==> src/rtl/ncs_pkg.sv <==
`default_nettype none

package ncs_pkg;

  localparam int unsigned NEST_BITS_DEF = 8;
  localparam int unsigned LINE_BITS_DEF = 16;

  localparam int unsigned BYTE_W = 8;
  localparam int unsigned LINE_NUM_W = 16;

  localparam logic [BYTE_W-1:0] CH_TAB   = 8'h09;
  localparam logic [BYTE_W-1:0] CH_LF    = 8'h0A;
  localparam logic [BYTE_W-1:0] CH_VT    = 8'h0B;
  localparam logic [BYTE_W-1:0] CH_CR    = 8'h0D;
  localparam logic [BYTE_W-1:0] CH_SPACE = 8'h20;
  localparam logic [BYTE_W-1:0] CH_STAR  = 8'h2A;
  localparam logic [BYTE_W-1:0] CH_SLASH = 8'h2F;

  function automatic logic is_white(input logic [BYTE_W-1:0] b);
    return (b == CH_SPACE) || (b == CH_TAB) || (b == CH_LF) ||
           (b == CH_VT) || (b == CH_CR);
  endfunction

endpackage

`default_nettype wire

==> src/rtl/nested_comment_stripper.sv <==
`default_nettype none
// Result words are registered: each is written into the result queue when its input word is accepted.
// Throughput: one input word per cycle while the receiver takes every result and each word
// yields at most one result; a word yielding two (flushed slash plus its own result) queues both.
// The four-entry result queue takes an input word whenever two entries are free.
// Reset (rst, synchronous): text mode, depth 0, no held slash, line 1, queue empty.
// An end-of-stream word also returns all scan state to these values.

module nested_comment_stripper #(
  parameter int unsigned NEST_BITS = ncs_pkg::NEST_BITS_DEF,
  parameter int unsigned LINE_BITS = ncs_pkg::LINE_BITS_DEF
) (
  input  wire logic                           clk,
  input  wire logic                           rst,
  input  wire logic                           in_valid,
  output logic                                in_ready,
  input  wire logic [ncs_pkg::BYTE_W-1:0]     in_byte,
  input  wire logic                           end_of_stream,
  output logic                                out_valid,
  input  wire logic                           out_ready,
  output logic      [ncs_pkg::BYTE_W-1:0]     out_byte,
  output logic                                byte_valid,
  output logic                                end_marker,
  output logic                                unclosed_error,
  output logic      [ncs_pkg::LINE_NUM_W-1:0] line_number,
  output logic                                last_of_run
);
  import ncs_pkg::*;

  localparam int unsigned EXT_W = (LINE_BITS > LINE_NUM_W) ? LINE_BITS : LINE_NUM_W;

  typedef enum logic [1:0] {
    MODE_TEXT  = 2'd0,
    MODE_LINE  = 2'd1,
    MODE_BLOCK = 2'd2
  } mode_t;

  typedef struct packed {
    logic [BYTE_W-1:0]     ch;
    logic                  bvalid;
    logic                  endm;
    logic                  err;
    logic [LINE_NUM_W-1:0] line;
    logic                  last;
  } entry_t;

  mode_t                scan_mode, scan_mode_next;
  logic [NEST_BITS-1:0] nest_depth, nest_depth_next;
  logic                 prev_was_slash, prev_was_slash_next;
  logic                 prev_was_star, prev_was_star_next;
  logic                 space_emitted, space_emitted_next;
  logic [LINE_BITS-1:0] line_count, line_count_next;

  entry_t               queue [4];
  logic [1:0]           wr_ptr, rd_ptr;
  logic [2:0]           count;

  logic                 accept, pop;
  logic                 pre_slash, main_push, main_end, main_err;
  logic [BYTE_W-1:0]    main_ch;
  logic                 bump, sp_eff;
  logic [NEST_BITS-1:0] depth_dec;
  logic [1:0]           n_res;
  logic [EXT_W-1:0]     line_ext;
  logic [LINE_NUM_W-1:0] line_sat;
  entry_t               res0, res1;

  assign accept = in_valid && in_ready;
  assign pop    = out_valid && out_ready;
  assign in_ready  = (count <= 3'd2);
  assign out_valid = (count != 3'd0);

  always_comb begin
    scan_mode_next      = scan_mode;
    nest_depth_next     = nest_depth;
    prev_was_slash_next = prev_was_slash;
    prev_was_star_next  = prev_was_star;
    space_emitted_next  = space_emitted;
    pre_slash = 1'b0;
    main_push = 1'b0;
    main_end  = 1'b0;
    main_err  = 1'b0;
    main_ch   = '0;
    bump      = 1'b0;
    sp_eff    = space_emitted;
    depth_dec = (nest_depth != '0) ? nest_depth - 1'b1 : nest_depth;

    if (end_of_stream) begin
      pre_slash = (scan_mode != MODE_LINE) && (scan_mode != MODE_BLOCK) && prev_was_slash;
      main_push = 1'b1;
      main_end  = 1'b1;
      main_err  = (scan_mode == MODE_BLOCK);
    end else begin
      unique case (scan_mode)
        MODE_LINE: begin
          if (in_byte == CH_LF) begin
            bump           = 1'b1;
            scan_mode_next = MODE_TEXT;
          end
        end
        MODE_BLOCK: begin
          bump = (in_byte == CH_LF);
          prev_was_slash_next = (in_byte == CH_SLASH);
          prev_was_star_next  = (in_byte == CH_STAR);
          if (prev_was_slash && in_byte == CH_STAR) begin
            if (nest_depth != '1) nest_depth_next = nest_depth + 1'b1;
          end else if (prev_was_star && in_byte == CH_SLASH) begin
            nest_depth_next = depth_dec;
            if (depth_dec == '0) begin
              scan_mode_next      = MODE_TEXT;
              prev_was_slash_next = 1'b0;
              prev_was_star_next  = 1'b0;
            end
          end
        end
        default: begin
          if (prev_was_slash && (in_byte == CH_SLASH || in_byte == CH_STAR)) begin
            // open a comment: at most one space for the whole comment
            prev_was_slash_next = 1'b0;
            if (in_byte == CH_SLASH) begin
              scan_mode_next = MODE_LINE;
            end else begin
              scan_mode_next     = MODE_BLOCK;
              nest_depth_next    = NEST_BITS'(1);
              prev_was_star_next = 1'b0;
            end
            if (!space_emitted) begin
              main_push          = 1'b1;
              main_ch            = CH_SPACE;
              space_emitted_next = 1'b1;
            end
          end else begin
            if (prev_was_slash) begin
              // release the held slash ahead of this byte
              pre_slash           = 1'b1;
              sp_eff              = 1'b0;
              space_emitted_next  = 1'b0;
              prev_was_slash_next = 1'b0;
            end
            if (is_white(in_byte)) begin
              bump = (in_byte == CH_LF);
              if (!sp_eff) begin
                main_push          = 1'b1;
                main_ch            = CH_SPACE;
                space_emitted_next = 1'b1;
              end
            end else if (in_byte == CH_SLASH) begin
              prev_was_slash_next = 1'b1;
            end else begin
              main_push          = 1'b1;
              main_ch            = in_byte;
              space_emitted_next = 1'b0;
            end
          end
        end
      endcase
    end

    line_count_next = (bump && line_count != '1) ? line_count + 1'b1 : line_count;
  end

  always_comb begin
    line_ext = EXT_W'(line_count_next);
    line_sat = (line_ext > EXT_W'({LINE_NUM_W{1'b1}})) ? {LINE_NUM_W{1'b1}}
                                                        : line_ext[LINE_NUM_W-1:0];
    n_res = {1'b0, pre_slash} + {1'b0, main_push};

    res1.ch     = main_ch;
    res1.bvalid = !main_end;
    res1.endm   = main_end;
    res1.err    = main_err;
    res1.line   = line_sat;
    res1.last   = 1'b1;

    res0.ch     = CH_SLASH;
    res0.bvalid = 1'b1;
    res0.endm   = 1'b0;
    res0.err    = 1'b0;
    res0.line   = line_sat;
    res0.last   = !main_push;
    if (!pre_slash) res0 = res1;
  end

  always_ff @(posedge clk) begin
    if (rst) begin
      scan_mode      <= MODE_TEXT;
      nest_depth     <= '0;
      prev_was_slash <= 1'b0;
      prev_was_star  <= 1'b0;
      space_emitted  <= 1'b0;
      line_count     <= {{(LINE_BITS-1){1'b0}}, 1'b1};
      wr_ptr         <= '0;
      rd_ptr         <= '0;
      count          <= '0;
    end else begin
      if (accept) begin
        if (end_of_stream) begin
          // end of stream: back to the reset state for the next stream
          scan_mode      <= MODE_TEXT;
          nest_depth     <= '0;
          prev_was_slash <= 1'b0;
          prev_was_star  <= 1'b0;
          space_emitted  <= 1'b0;
          line_count     <= {{(LINE_BITS-1){1'b0}}, 1'b1};
        end else begin
          scan_mode      <= scan_mode_next;
          nest_depth     <= nest_depth_next;
          prev_was_slash <= prev_was_slash_next;
          prev_was_star  <= prev_was_star_next;
          space_emitted  <= space_emitted_next;
          line_count     <= line_count_next;
        end
        wr_ptr <= wr_ptr + n_res;
      end
      if (pop) rd_ptr <= rd_ptr + 2'd1;
      count <= count + (accept ? {1'b0, n_res} : 3'd0) - {2'b0, pop};
    end
  end

  always_ff @(posedge clk) begin
    if (accept && n_res != 2'd0) queue[wr_ptr] <= res0;
    if (accept && n_res == 2'd2) queue[wr_ptr + 2'd1] <= res1;
  end

  assign out_byte       = queue[rd_ptr].ch;
  assign byte_valid     = queue[rd_ptr].bvalid;
  assign end_marker     = queue[rd_ptr].endm;
  assign unclosed_error = queue[rd_ptr].err;
  assign line_number    = queue[rd_ptr].line;
  assign last_of_run    = queue[rd_ptr].last;

endmodule

`default_nettype wire

==> config.mk <==
export PLATFORM = sky130hd
export DESIGN_NAME = nested_comment_stripper
export DESIGN_NICKNAME = d
export VERILOG_FILES = /design/src/rtl/ncs_pkg.sv /design/src/rtl/nested_comment_stripper.sv
export SDC_FILE = /design/constraint.sdc
export NUM_CORES = 1
export LEC_CHECK = 0
export BUFFER_PORTS_ARGS = -buffer_cell sky130_fd_sc_hd__buf_2
export CAP_MARGIN = 40
export CORE_UTILIZATION = 40
export CTS_CLUSTER_SIZE = 20
export DETAILED_ROUTE_END_ITERATION = 10
export PLACE_DENSITY_LB_ADDON = 0.1
export SLEW_MARGIN = 20
export SYNTH_ARGS = -nofsm -noshare
export SYNTH_HDL_FRONTEND = slang
export SYNTH_SLANG_ARGS = --single-unit
export TNS_END_PERCENT = 5
==> constraint.sdc <==
create_clock -name clk -period 9.05 [get_ports clk]
set_input_delay 1.81 -clock clk [delete_from_list [all_inputs] [get_ports clk]]
set_output_delay 1.81 -clock clk [all_outputs]
set_load 0.01 [all_outputs]
==> reports/metrics.yaml, run 1 <==
htree_num_levels: 4
worstSetupPathType: "in2reg"
cts_made_buffers: 17
path_cells: "buf_2 -> nor4b_4 -> and2_1 -> nand2_1 -> o21ai_1 -> inv_2 -> ha_1 -> nand2_1 -> o21ai_0 -> nand2_1 -> buf_8 -> inv_1 -> buf_4"
p_total_mw: 2.06
antenna_cells: 0
initial_core_util_pct: 41.1
nets: 770
viasPerCell: 5.67
ctsResizeCount: 0
post-cts-setup-buffers: 0
synth_area_leaders: "edfxtp_1 42%, dfxtp_1 11%, mux4_2 8.2%"
ir_worst_vdd_v: 0.000144
slew_viol_final: 0
finalClockSkew_ns: 0.0111
crit_fanout: 17
area_delta_synth_final_pct: 13.7
grt_max_degree: 41
p_leak_nw: 2.80
avgSynthCellArea_sq_um: 10.8
wl_microns: 19000
layout-drive-gt1-share_pct: 16.5
fin_crit_sh_pct: 54.7
hold_viol_final: 0
netlist-cell-type-count: 70
cpPeakStageDelay_ns: 0.53
routedWlPerCell_microns: 19.2
start_kind: "input port"
setup_ws_ns: 4.10
ys.warnings.count: 0
synth_top_area_share_pct: 42.1
cp.required_ns: 9.20
power_density_nw_per_um2: 235
track_usage_pct: 20.4
grt_pass1_wl_microns: 30700
dr.pass1.iters: 4
path_clk_slew_ns: 0.06
ioPinCount: 43
portBuffers: 42
relSlewSlack_pct: 48.2
setup-tns-final_ns: 0
cts_buffer_depth: 2
rows: 50
syn_inst: 712
die_h_microns: 141
drt_iter0_drc: 367
synth_flop_cell: "edfxtp_1"
cts_sinks: 150
ys_seq_area_share_pct: 53.0
clock_latency_ns: 0.42
preCtsSetupSlack_ns: 3.69
die-area_sq_um: 19800
cts_tree: "built"
grt_pass1_vias: 5612
place_congestion: 0.842
grt_overflow: 0
synth_area_sq_um: 7710
hold_class: "reg2reg"
fin_util_pct: 46.7
maxCapViolations: 0
core_area_sq_um: 18800
hold_ws_ns: 0.524
ant_nets: 0
synth_nets: 738
rsz0062_at_grt: "no"
fin_crit_ns: 4.95
drc: 0
antenna_found_initial: 0
yosysTopAreaCell: "edfxtp_1"
outcome: "finished clean"
fmax_ghz: 0.202
crit_path_top_delay_cell: "nor4b_4"
vias: 5609
worstMarginPinSlew_ns: 0.778
ys_ff_latch: 150
cpMostUsedCell: "nand2_1"
setup_violations: 0
cts.root.buffer_cell: "clkbuf_16"
worst_ep_arrival_time_ns: 5.10
cts_hold_buf: 0
hpwl_microns: 13000
synth_edf_count: 108
die_w_microns: 141
cp-end-kind: "flip-flop"
synthArstFlopShare_pct: 0
==> cells by family after synthesis <==
kind of cell,Yosys count,synth area share (%)
AND/OR/NAND/NOR,281,18.2
flip-flops,150,53.0
AO/OA/AOI/OAI,147,11.9
buffers and inverters,66,3.31
multiplexers,33,8.85
XOR/XNOR,22,2.50
adder cells (fa/ha/maj),13,2.21
==> worst paths after layout <==
| kind | start | endpoint | slack (ns) | cells after the start |
|---|---|---|---|---|
| worst max-delay path | in_byte[4] | queue[1][17] | 4.10 | 13 |
| worst min-delay path | line_count[5] | line_count[5] | 0.52 | 2 |
| worst max register to register | scan_mode[0] | queue[1][17] | 5.45 | 12 |
| worst min register to register | line_count[5] | line_count[5] | 0.52 | 2 |
==> synth_stat cells (4+ instances only) <==
master and count:
nor2_1 94, ha_1 12, nor4_1 4, and3_1 5, nor2b_1 8, a31oi_1 9, buf_2 6, o21ai_0 14
clkbuf_1 30, o21ai_1 18, xor2_1 15, or3_1 11, nand4_1 8, o22ai_1 4, buf_1 6, nor3b_1 5
or4_1 4, mux4_2 28, nand2_1 66, nand3_1 21, inv_1 23, xnor2_1 7, nor3_1 27, nand4b_1 4
mux2i_1 4, dfxtp_1 42, a21oi_1 63, a211oi_1 5, edfxtp_1 108, o211ai_1 5, and2_1 6
==> layout make-up <==
| type | count | area (sq um) |
|---|---|---|
| fillers | 1769 | 10000 |
| flip-flops and latches | 150 | 4090 |
| multi-input cells | 496 | 3370 |
| clock buffers | 19 | 433 |
| repair buffers | 55 | 343 |
| well taps | 234 | 293 |
| clock inverters | 12 | 154 |
| inverters | 24 | 90.1 |
==> metrics by stage <==
stage / area, sq um / cells
4_1_cts: 8750 / 989
5_1_grt: 8770 / 990
3_3_place_gp: 8120 / 956
6_report: 8770 / 990
3_5_place_dp: 8170 / 958
2_1_floorplan: 7710 / 712
==> layer usage <==
metal	vias to the layer above	GRT usage, %	routed length [microns]
li1	2712	-	-
met1	2760	28.0	9150
met2	125	33.5	9020
met3	12	3.33	628
met4	0	5.61	187
met5	-	0	0
==> cell usage in the layout, fill, tap and decap left out, types with 6 or more instances in the layout <==
master and n:
dfxtp_1 41, nor2_1 94, buf_4 10, or3_1 11
nand3_1 21, xnor2_1 7, mux4_2 28, nor2b_1 8
nor3_1 27, buf_2 42, o21ai_1 18, nand2_1 66
a31oi_1 9, o21ai_0 14, a21oi_1 63, and2_1 6
inv_1 22, xor2_1 15, edfxtp_1 108, ha_1 12
nand4_1 8, clkbuf_16 17
==> registers in the layout, indices dropped and copies added (netlist names), named ones only <==
register,count
queue,112
line_count,16
nest_depth,8
count,3
rd_ptr,2
scan_mode,2
wr_ptr,2
prev_was_slash,1
prev_was_star,1
space_emitted,1
==> worst max-delay path: cells and delay by family <==
family	cells	cell delay, ns
buffers and inverters	5	0.96
adders and majority gates	1	0.36
AOI/OAI and AO/OA	2	0.50
and+or+nand+nor	5	1.45
==> power by group <==
| part | internal [mW] | leakage, nW | switching [mW] |
|---|---|---|---|
| Clock | 0.432 | 0.270 | 0.279 |
| Sequential | 0.808 | 1.32 | 0.0512 |
| Combinational | 0.225 | 1.21 | 0.266 |
Power figures use the tool's default switching activity.
==> run 2, diff against run 1 <==
==> constraint.sdc (replaced) <==
create_clock -name clk -period 4.95 [get_ports clk]
set_input_delay 0.99 -clock clk [delete_from_list [all_inputs] [get_ports clk]]
set_output_delay 0.99 -clock clk [all_outputs]
set_load 0.01 [all_outputs]
==> reports/metrics.yaml, run 2 (synthesized netlist as in run 1, its figures left out) <==
outcome: "finished clean"
clock_latency_ns: 0.43
worstSetupPathType: "in2reg"
swShare_pct: 31.0
p_leak_nw: 2.86
ctsResizeCount: 0
worstMarginPinSlew_ns: 0.779
fmax_ghz: 0.270
finalClockSkew_ns: 0.0117
track_usage_pct: 20.3
antenna_found_initial: 0
cts_buffer_depth: 2
grt_pass1_vias: 5652
grt_max_degree: 41
cp.required_ns: 5.07
largest_reg_flops: 112
setup-tns-final_ns: 0
p_clk_share_pct: 35.0
layout_common_cells: "108 x edfxtp_1, 94 x nor2_1, 66 x nand2_1"
p_sw_mw: 1.18
final_area_sq_um: 8820
htree_num_levels: 4
area_delta_synth_final_pct: 14.5
worst_ep_arrival_time_ns: 3.82
viasPerCell: 5.74
maxCapViolations: 0
cts_tree: "built"
setup_violations: 0
die_h_microns: 141
routedWlPerCell_microns: 18.9
ant_nets: 0
post-cts-setup-buffers: 0
cts_sinks: 150
power_density_nw_per_um2: 430
ioPinCount: 43
fin_cells: 998
wl_microns: 18900
setup_ws_ns: 1.25
place_area_sq_um: 8200
die_w_microns: 141
p_seq_share_pct: 41.2
drc: 0
fin_crit_sh_pct: 74.8
layout_commonest_cell: "edfxtp_1"
drt_iter0_drc: 323
path_clk_slew_ns: 0.06
nets: 777
ir_worst_vdd_v: 0.000306
cts_made_buffers: 17
hpwl_microns: 13000
relSlewSlack_pct: 48.1
vias: 5726
preCtsSetupSlack_ns: 0.750
fin_crit_ns: 3.70
core_area_sq_um: 18800
grt_pass1_wl_microns: 30900
slew_viol_final: 0
dr.pass1.iters: 5
top_regs: "queue: 112 flops, line_count: 16 flops, nest_depth: 8 flops"
hold_ws_ns: 0.517
cts_hold_buf: 0
combPwrFrac_pct: 23.9
grt_overflow: 0
rows: 50
cts.root.buffer_cell: "clkbuf_16"
hold_class: "reg2reg"
rsz0062_at_grt: "no"
portBuffers: 42
die-area_sq_um: 19800
cp-end-kind: "flip-flop"
largest_register: "queue"
initial_core_util_pct: 41.1
antenna_cells: 0
place_inst: 965
layout-drive-gt1-share_pct: 17.7
p_int_mw: 2.62
hold_viol_final: 0
crit_fanout: 15
start_kind: "input port"
place_congestion: 0.816
run 2: cell types whose count changed in the layout (fill, tap and decap cells not counted), moves of 2 or more:
cell and change:
clkinvlp_4 -3, buf_4 +7, clkinv_8 +2, clkbuf_1 -2, bufinv_16 -2, inv_8 +7
run 2: stage by stage:
stage	power, mW	util [%]
after floorplan	2.18	-
after global placement	2.48	43.6
after detailed placement	2.50	43.7
after CTS	3.83	46.9
after global routing	3.98	47.0
final	3.79	47.0
run 2: final timing paths:
check / slack, ns / startpoint / endpoint / depth (start not counted)
max reg2reg: 1.61 / scan_mode[0] / queue[0][1] / 11
min reg2reg: 0.52 / space_emitted / space_emitted / 2
min: 0.52 / space_emitted / space_emitted / 2
max: 1.25 / in_byte[2] / queue[0][1] / 13
run 2: final cells by class:
class,instances,area [sq um]
sequential,150,4090
fill,1704,9940
tap,234,293
clock buffer,17,425
clock inverter,15,183
timing repair buffer,62,378
inverter,24,90.1
multi-input combinational,496,3370
run 2: per-layer routing:
layer,GRT usage (%),share of wire (%),wire (microns),vias up
li1,-,-,-,2740
met1,28.1,49,9210,2844
met2,32.8,46,8760,123
met3,3.13,3.5,670,19
met4,6.24,1.3,252,0
met5,0,0,0,-
run 2: worst max-delay path, cell delays in order:
cell	delay, ns
buf_2	0.21
or4b_1	0.15
a21oi_1	0.06
o21ba_2	0.23
a32oi_1	0.25
a21oi_1	0.13
inv_1	0.07
ha_1	0.40
nand2_1	0.22
o21ai_0	0.20
nand2_1	0.09
inv_1	0.47
buf_4	0.34
run 2: power groups by stage:
stage	logic (mW)	clock network [mW]	registers, mW
detailed placement	0.912	0	1.59
floorplan	0.651	0	1.53
global placement	0.856	0	1.62
global route	0.992	1.41	1.58
CTS	0.915	1.35	1.57
finish	0.905	1.33	1.56
==> run 3, diff against run 2 <==
--- a/config.mk
+++ b/config.mk
@@ -5,6 +5,7 @@
 export SDC_FILE = /design/constraint.sdc
 export NUM_CORES = 1
 export LEC_CHECK = 0
+export ABC_AREA = 1
 export BUFFER_PORTS_ARGS = -buffer_cell sky130_fd_sc_hd__buf_2
 export CAP_MARGIN = 40
 export CORE_UTILIZATION = 40
==> constraint.sdc (replaced) <==
create_clock -name clk -period 3 [get_ports clk]
set_input_delay 0.6 -clock clk [delete_from_list [all_inputs] [get_ports clk]]
set_output_delay 0.6 -clock clk [all_outputs]
set_load 0.01 [all_outputs]
==> reports/metrics.yaml, run 3 <==
clock_latency_ns: 0.42
die_h_microns: 142
grt_pass1_vias: 5970
maxCapViolations: 0
crit_path_top_delay_cell: "fa_1"
cts_hold_buf: 0
drt_iter0_drc: 394
place_area_sq_um: 8580
die_w_microns: 142
synth_area_sq_um: 7840
rows: 50
hold_ws_ns: 0.473
synth_nets: 968
worstSetupPathType: "reg2reg"
cts.root.buffer_cell: "clkbuf_16"
synth_top_area_share_pct: 41.4
vias: 6374
path_cells: "inv_1 -> ha_1 -> nand2_1 -> inv_2 -> nand2_1 -> inv_2 -> ha_1 -> inv_1 -> nor2_2 -> inv_1 -> ha_1 -> inv_1 -> fa_1 -> o21ai_1 -> a21oi_1"
grt_use_met3_pct: 3.30
finalClockSkew_ns: 0.0111
synth_flop_cell: "edfxtp_1"
place_inst: 1250
cpPeakStageDelay_ns: 0.43
crit_fanout: 5
hold_viol_final: 0
routedWlPerCell_microns: 15.4
power_density_nw_per_um2: 726
avgSynthCellArea_sq_um: 8.32
worst-path-buf-inv: 6
ant_nets: 0
hpwl_microns: 13300
fin_crit_ns: 2.65
synth_edf_count: 108
wl_microns: 19800
fin_crit_sh_pct: 88.5
cts_sinks: 150
hold_class: "reg2reg"
grt_pass1_wl_microns: 31600
antenna_cells: 0
final_area_sq_um: 9130
ioPinCount: 43
ys.warnings.count: 0
ys_seq_area_share_pct: 52.1
top_regs: "queue: 112 flops, line_count: 16 flops, nest_depth: 8 flops"
initial_core_util_pct: 41.3
met1_usage_pct: 28.8
place_congestion: 0.856
cp.required_ns: 3.30
htree_num_levels: 4
start_kind: "flip-flop"
grt_max_degree: 39
antenna_found_initial: 0
cp-end-kind: "flip-flop"
synth_common_cells: "200 x nor2_1, 171 x nand2_1, 108 x edfxtp_1"
layout-drive-gt1-share_pct: 16.6
grt_use_met2_pct: 32.8
grt_overflow: 0
worstMarginPinSlew_ns: 0.529
viasPerCell: 4.97
core_area_sq_um: 19000
top_usage_layer: "met2"
fin_cells: 1282
drc: 0
netlist-cell-type-count: 36
p_total_mw: 6.63
worst_ep_arrival_time_ns: 2.95
yosysTopAreaCell: "edfxtp_1"
rsz0062_at_grt: "no"
fin_util_pct: 48.2
layout_common_cells: "200 x nor2_1, 170 x nand2_1, 108 x edfxtp_1"
synthMostInstantiatedCell: "nor2_1"
cts_made_buffers: 17
setup_ws_ns: 0.345
cpMostUsedCell: "inv_1"
area_delta_synth_final_pct: 16.6
portBuffers: 42
track_usage_pct: 20.5
ir_worst_vdd_v: 0.000422
layout_commonest_cell: "nor2_1"
preCtsSetupSlack_ns: -0.0417
synth_area_leaders: "edfxtp_1 41%, dfxtp_1 11%, nor2_1 9.6%"
p_leak_nw: 3.63
setup_violations: 0
cts_buffer_depth: 2
outcome: "finished clean"
synthArstFlopShare_pct: 0
setup-tns-final_ns: 0
relSlewSlack_pct: 64.7
fmax_ghz: 0.377
cp_top_family: "adder cells"
slew_viol_final: 0
largest_register: "queue"
die-area_sq_um: 20200
r2r_setup_slack_ns: 0.35
ys_ff_latch: 150
path_clk_slew_ns: 0.06
dr.pass1.iters: 5
nets: 1035
cts_tree: "built"
syn_inst: 942
largest_reg_flops: 112
-- run 3: cell type report --
class	instances	area, sq um
flip-flops and latches	150	4090
fillers	1914	9820
multi-input cells	663	3200
well taps	260	325
repair buffers	89	638
inverters	88	335
clock inverters	15	123
clock buffers	17	425
-- run 3: worst register-to-register path, stage by stage (launching register included) --
cell     delay (ns)
dfxtp_1        0.36
inv_1          0.06
ha_1           0.35
nand2_1        0.08
inv_2          0.10
nand2_1        0.09
inv_2          0.11
ha_1           0.18
inv_1          0.06
nor2_2         0.14
inv_1          0.07
ha_1           0.27
inv_1          0.05
fa_1           0.43
o21ai_1        0.14
a21oi_1        0.06
-- run 3: final timing paths --
check	from	end	cells after the start
min	rd_ptr[1]	rd_ptr[1]	2
max	scan_mode[0]	count[2]	15
min reg2reg	rd_ptr[1]	rd_ptr[1]	2
max reg2reg	scan_mode[0]	count[2]	15
-- run 3: cell families (layout without fill, tap and decap cells) --
group	Yosys count	in the layout	share of synthesized area [%]
AND/OR/NAND/NOR	458	458	24.9
AO/OA/AOI/OAI	175	175	11.9
flip-flops	150	150	52.1
buffers and inverters	129	209	7.06
XOR/XNOR	17	17	1.90
adder cells (fa/ha/maj)	13	13	2.17
-- run 3: per-layer routing --
metal	vias to the layer above	routed length [microns]
met4	0	280
met2	135	9140
met3	19	740
li1	3258	-
met1	2962	9610
met5	-	0
-- run 3: timing repair --
item                                    4_1_cts  5_1_grt
setup buffers                                 0        0
resized for setup                             0        2
endpoints found under the setup margin        0        1
hold endpoints to repair                      0        0
-- run 3: power breakdown --
part / total, mW / internal (mW) / leakage, nW / switching [mW]
Combinational: 1.98 / 0.688 / 1.93 / 1.29
Clock: 2.00 / 1.08 / 0.253 / 0.920
Sequential: 2.65 / 2.51 / 1.45 / 0.134
Total: 6.63 / 4.28 / 3.63 / 2.35
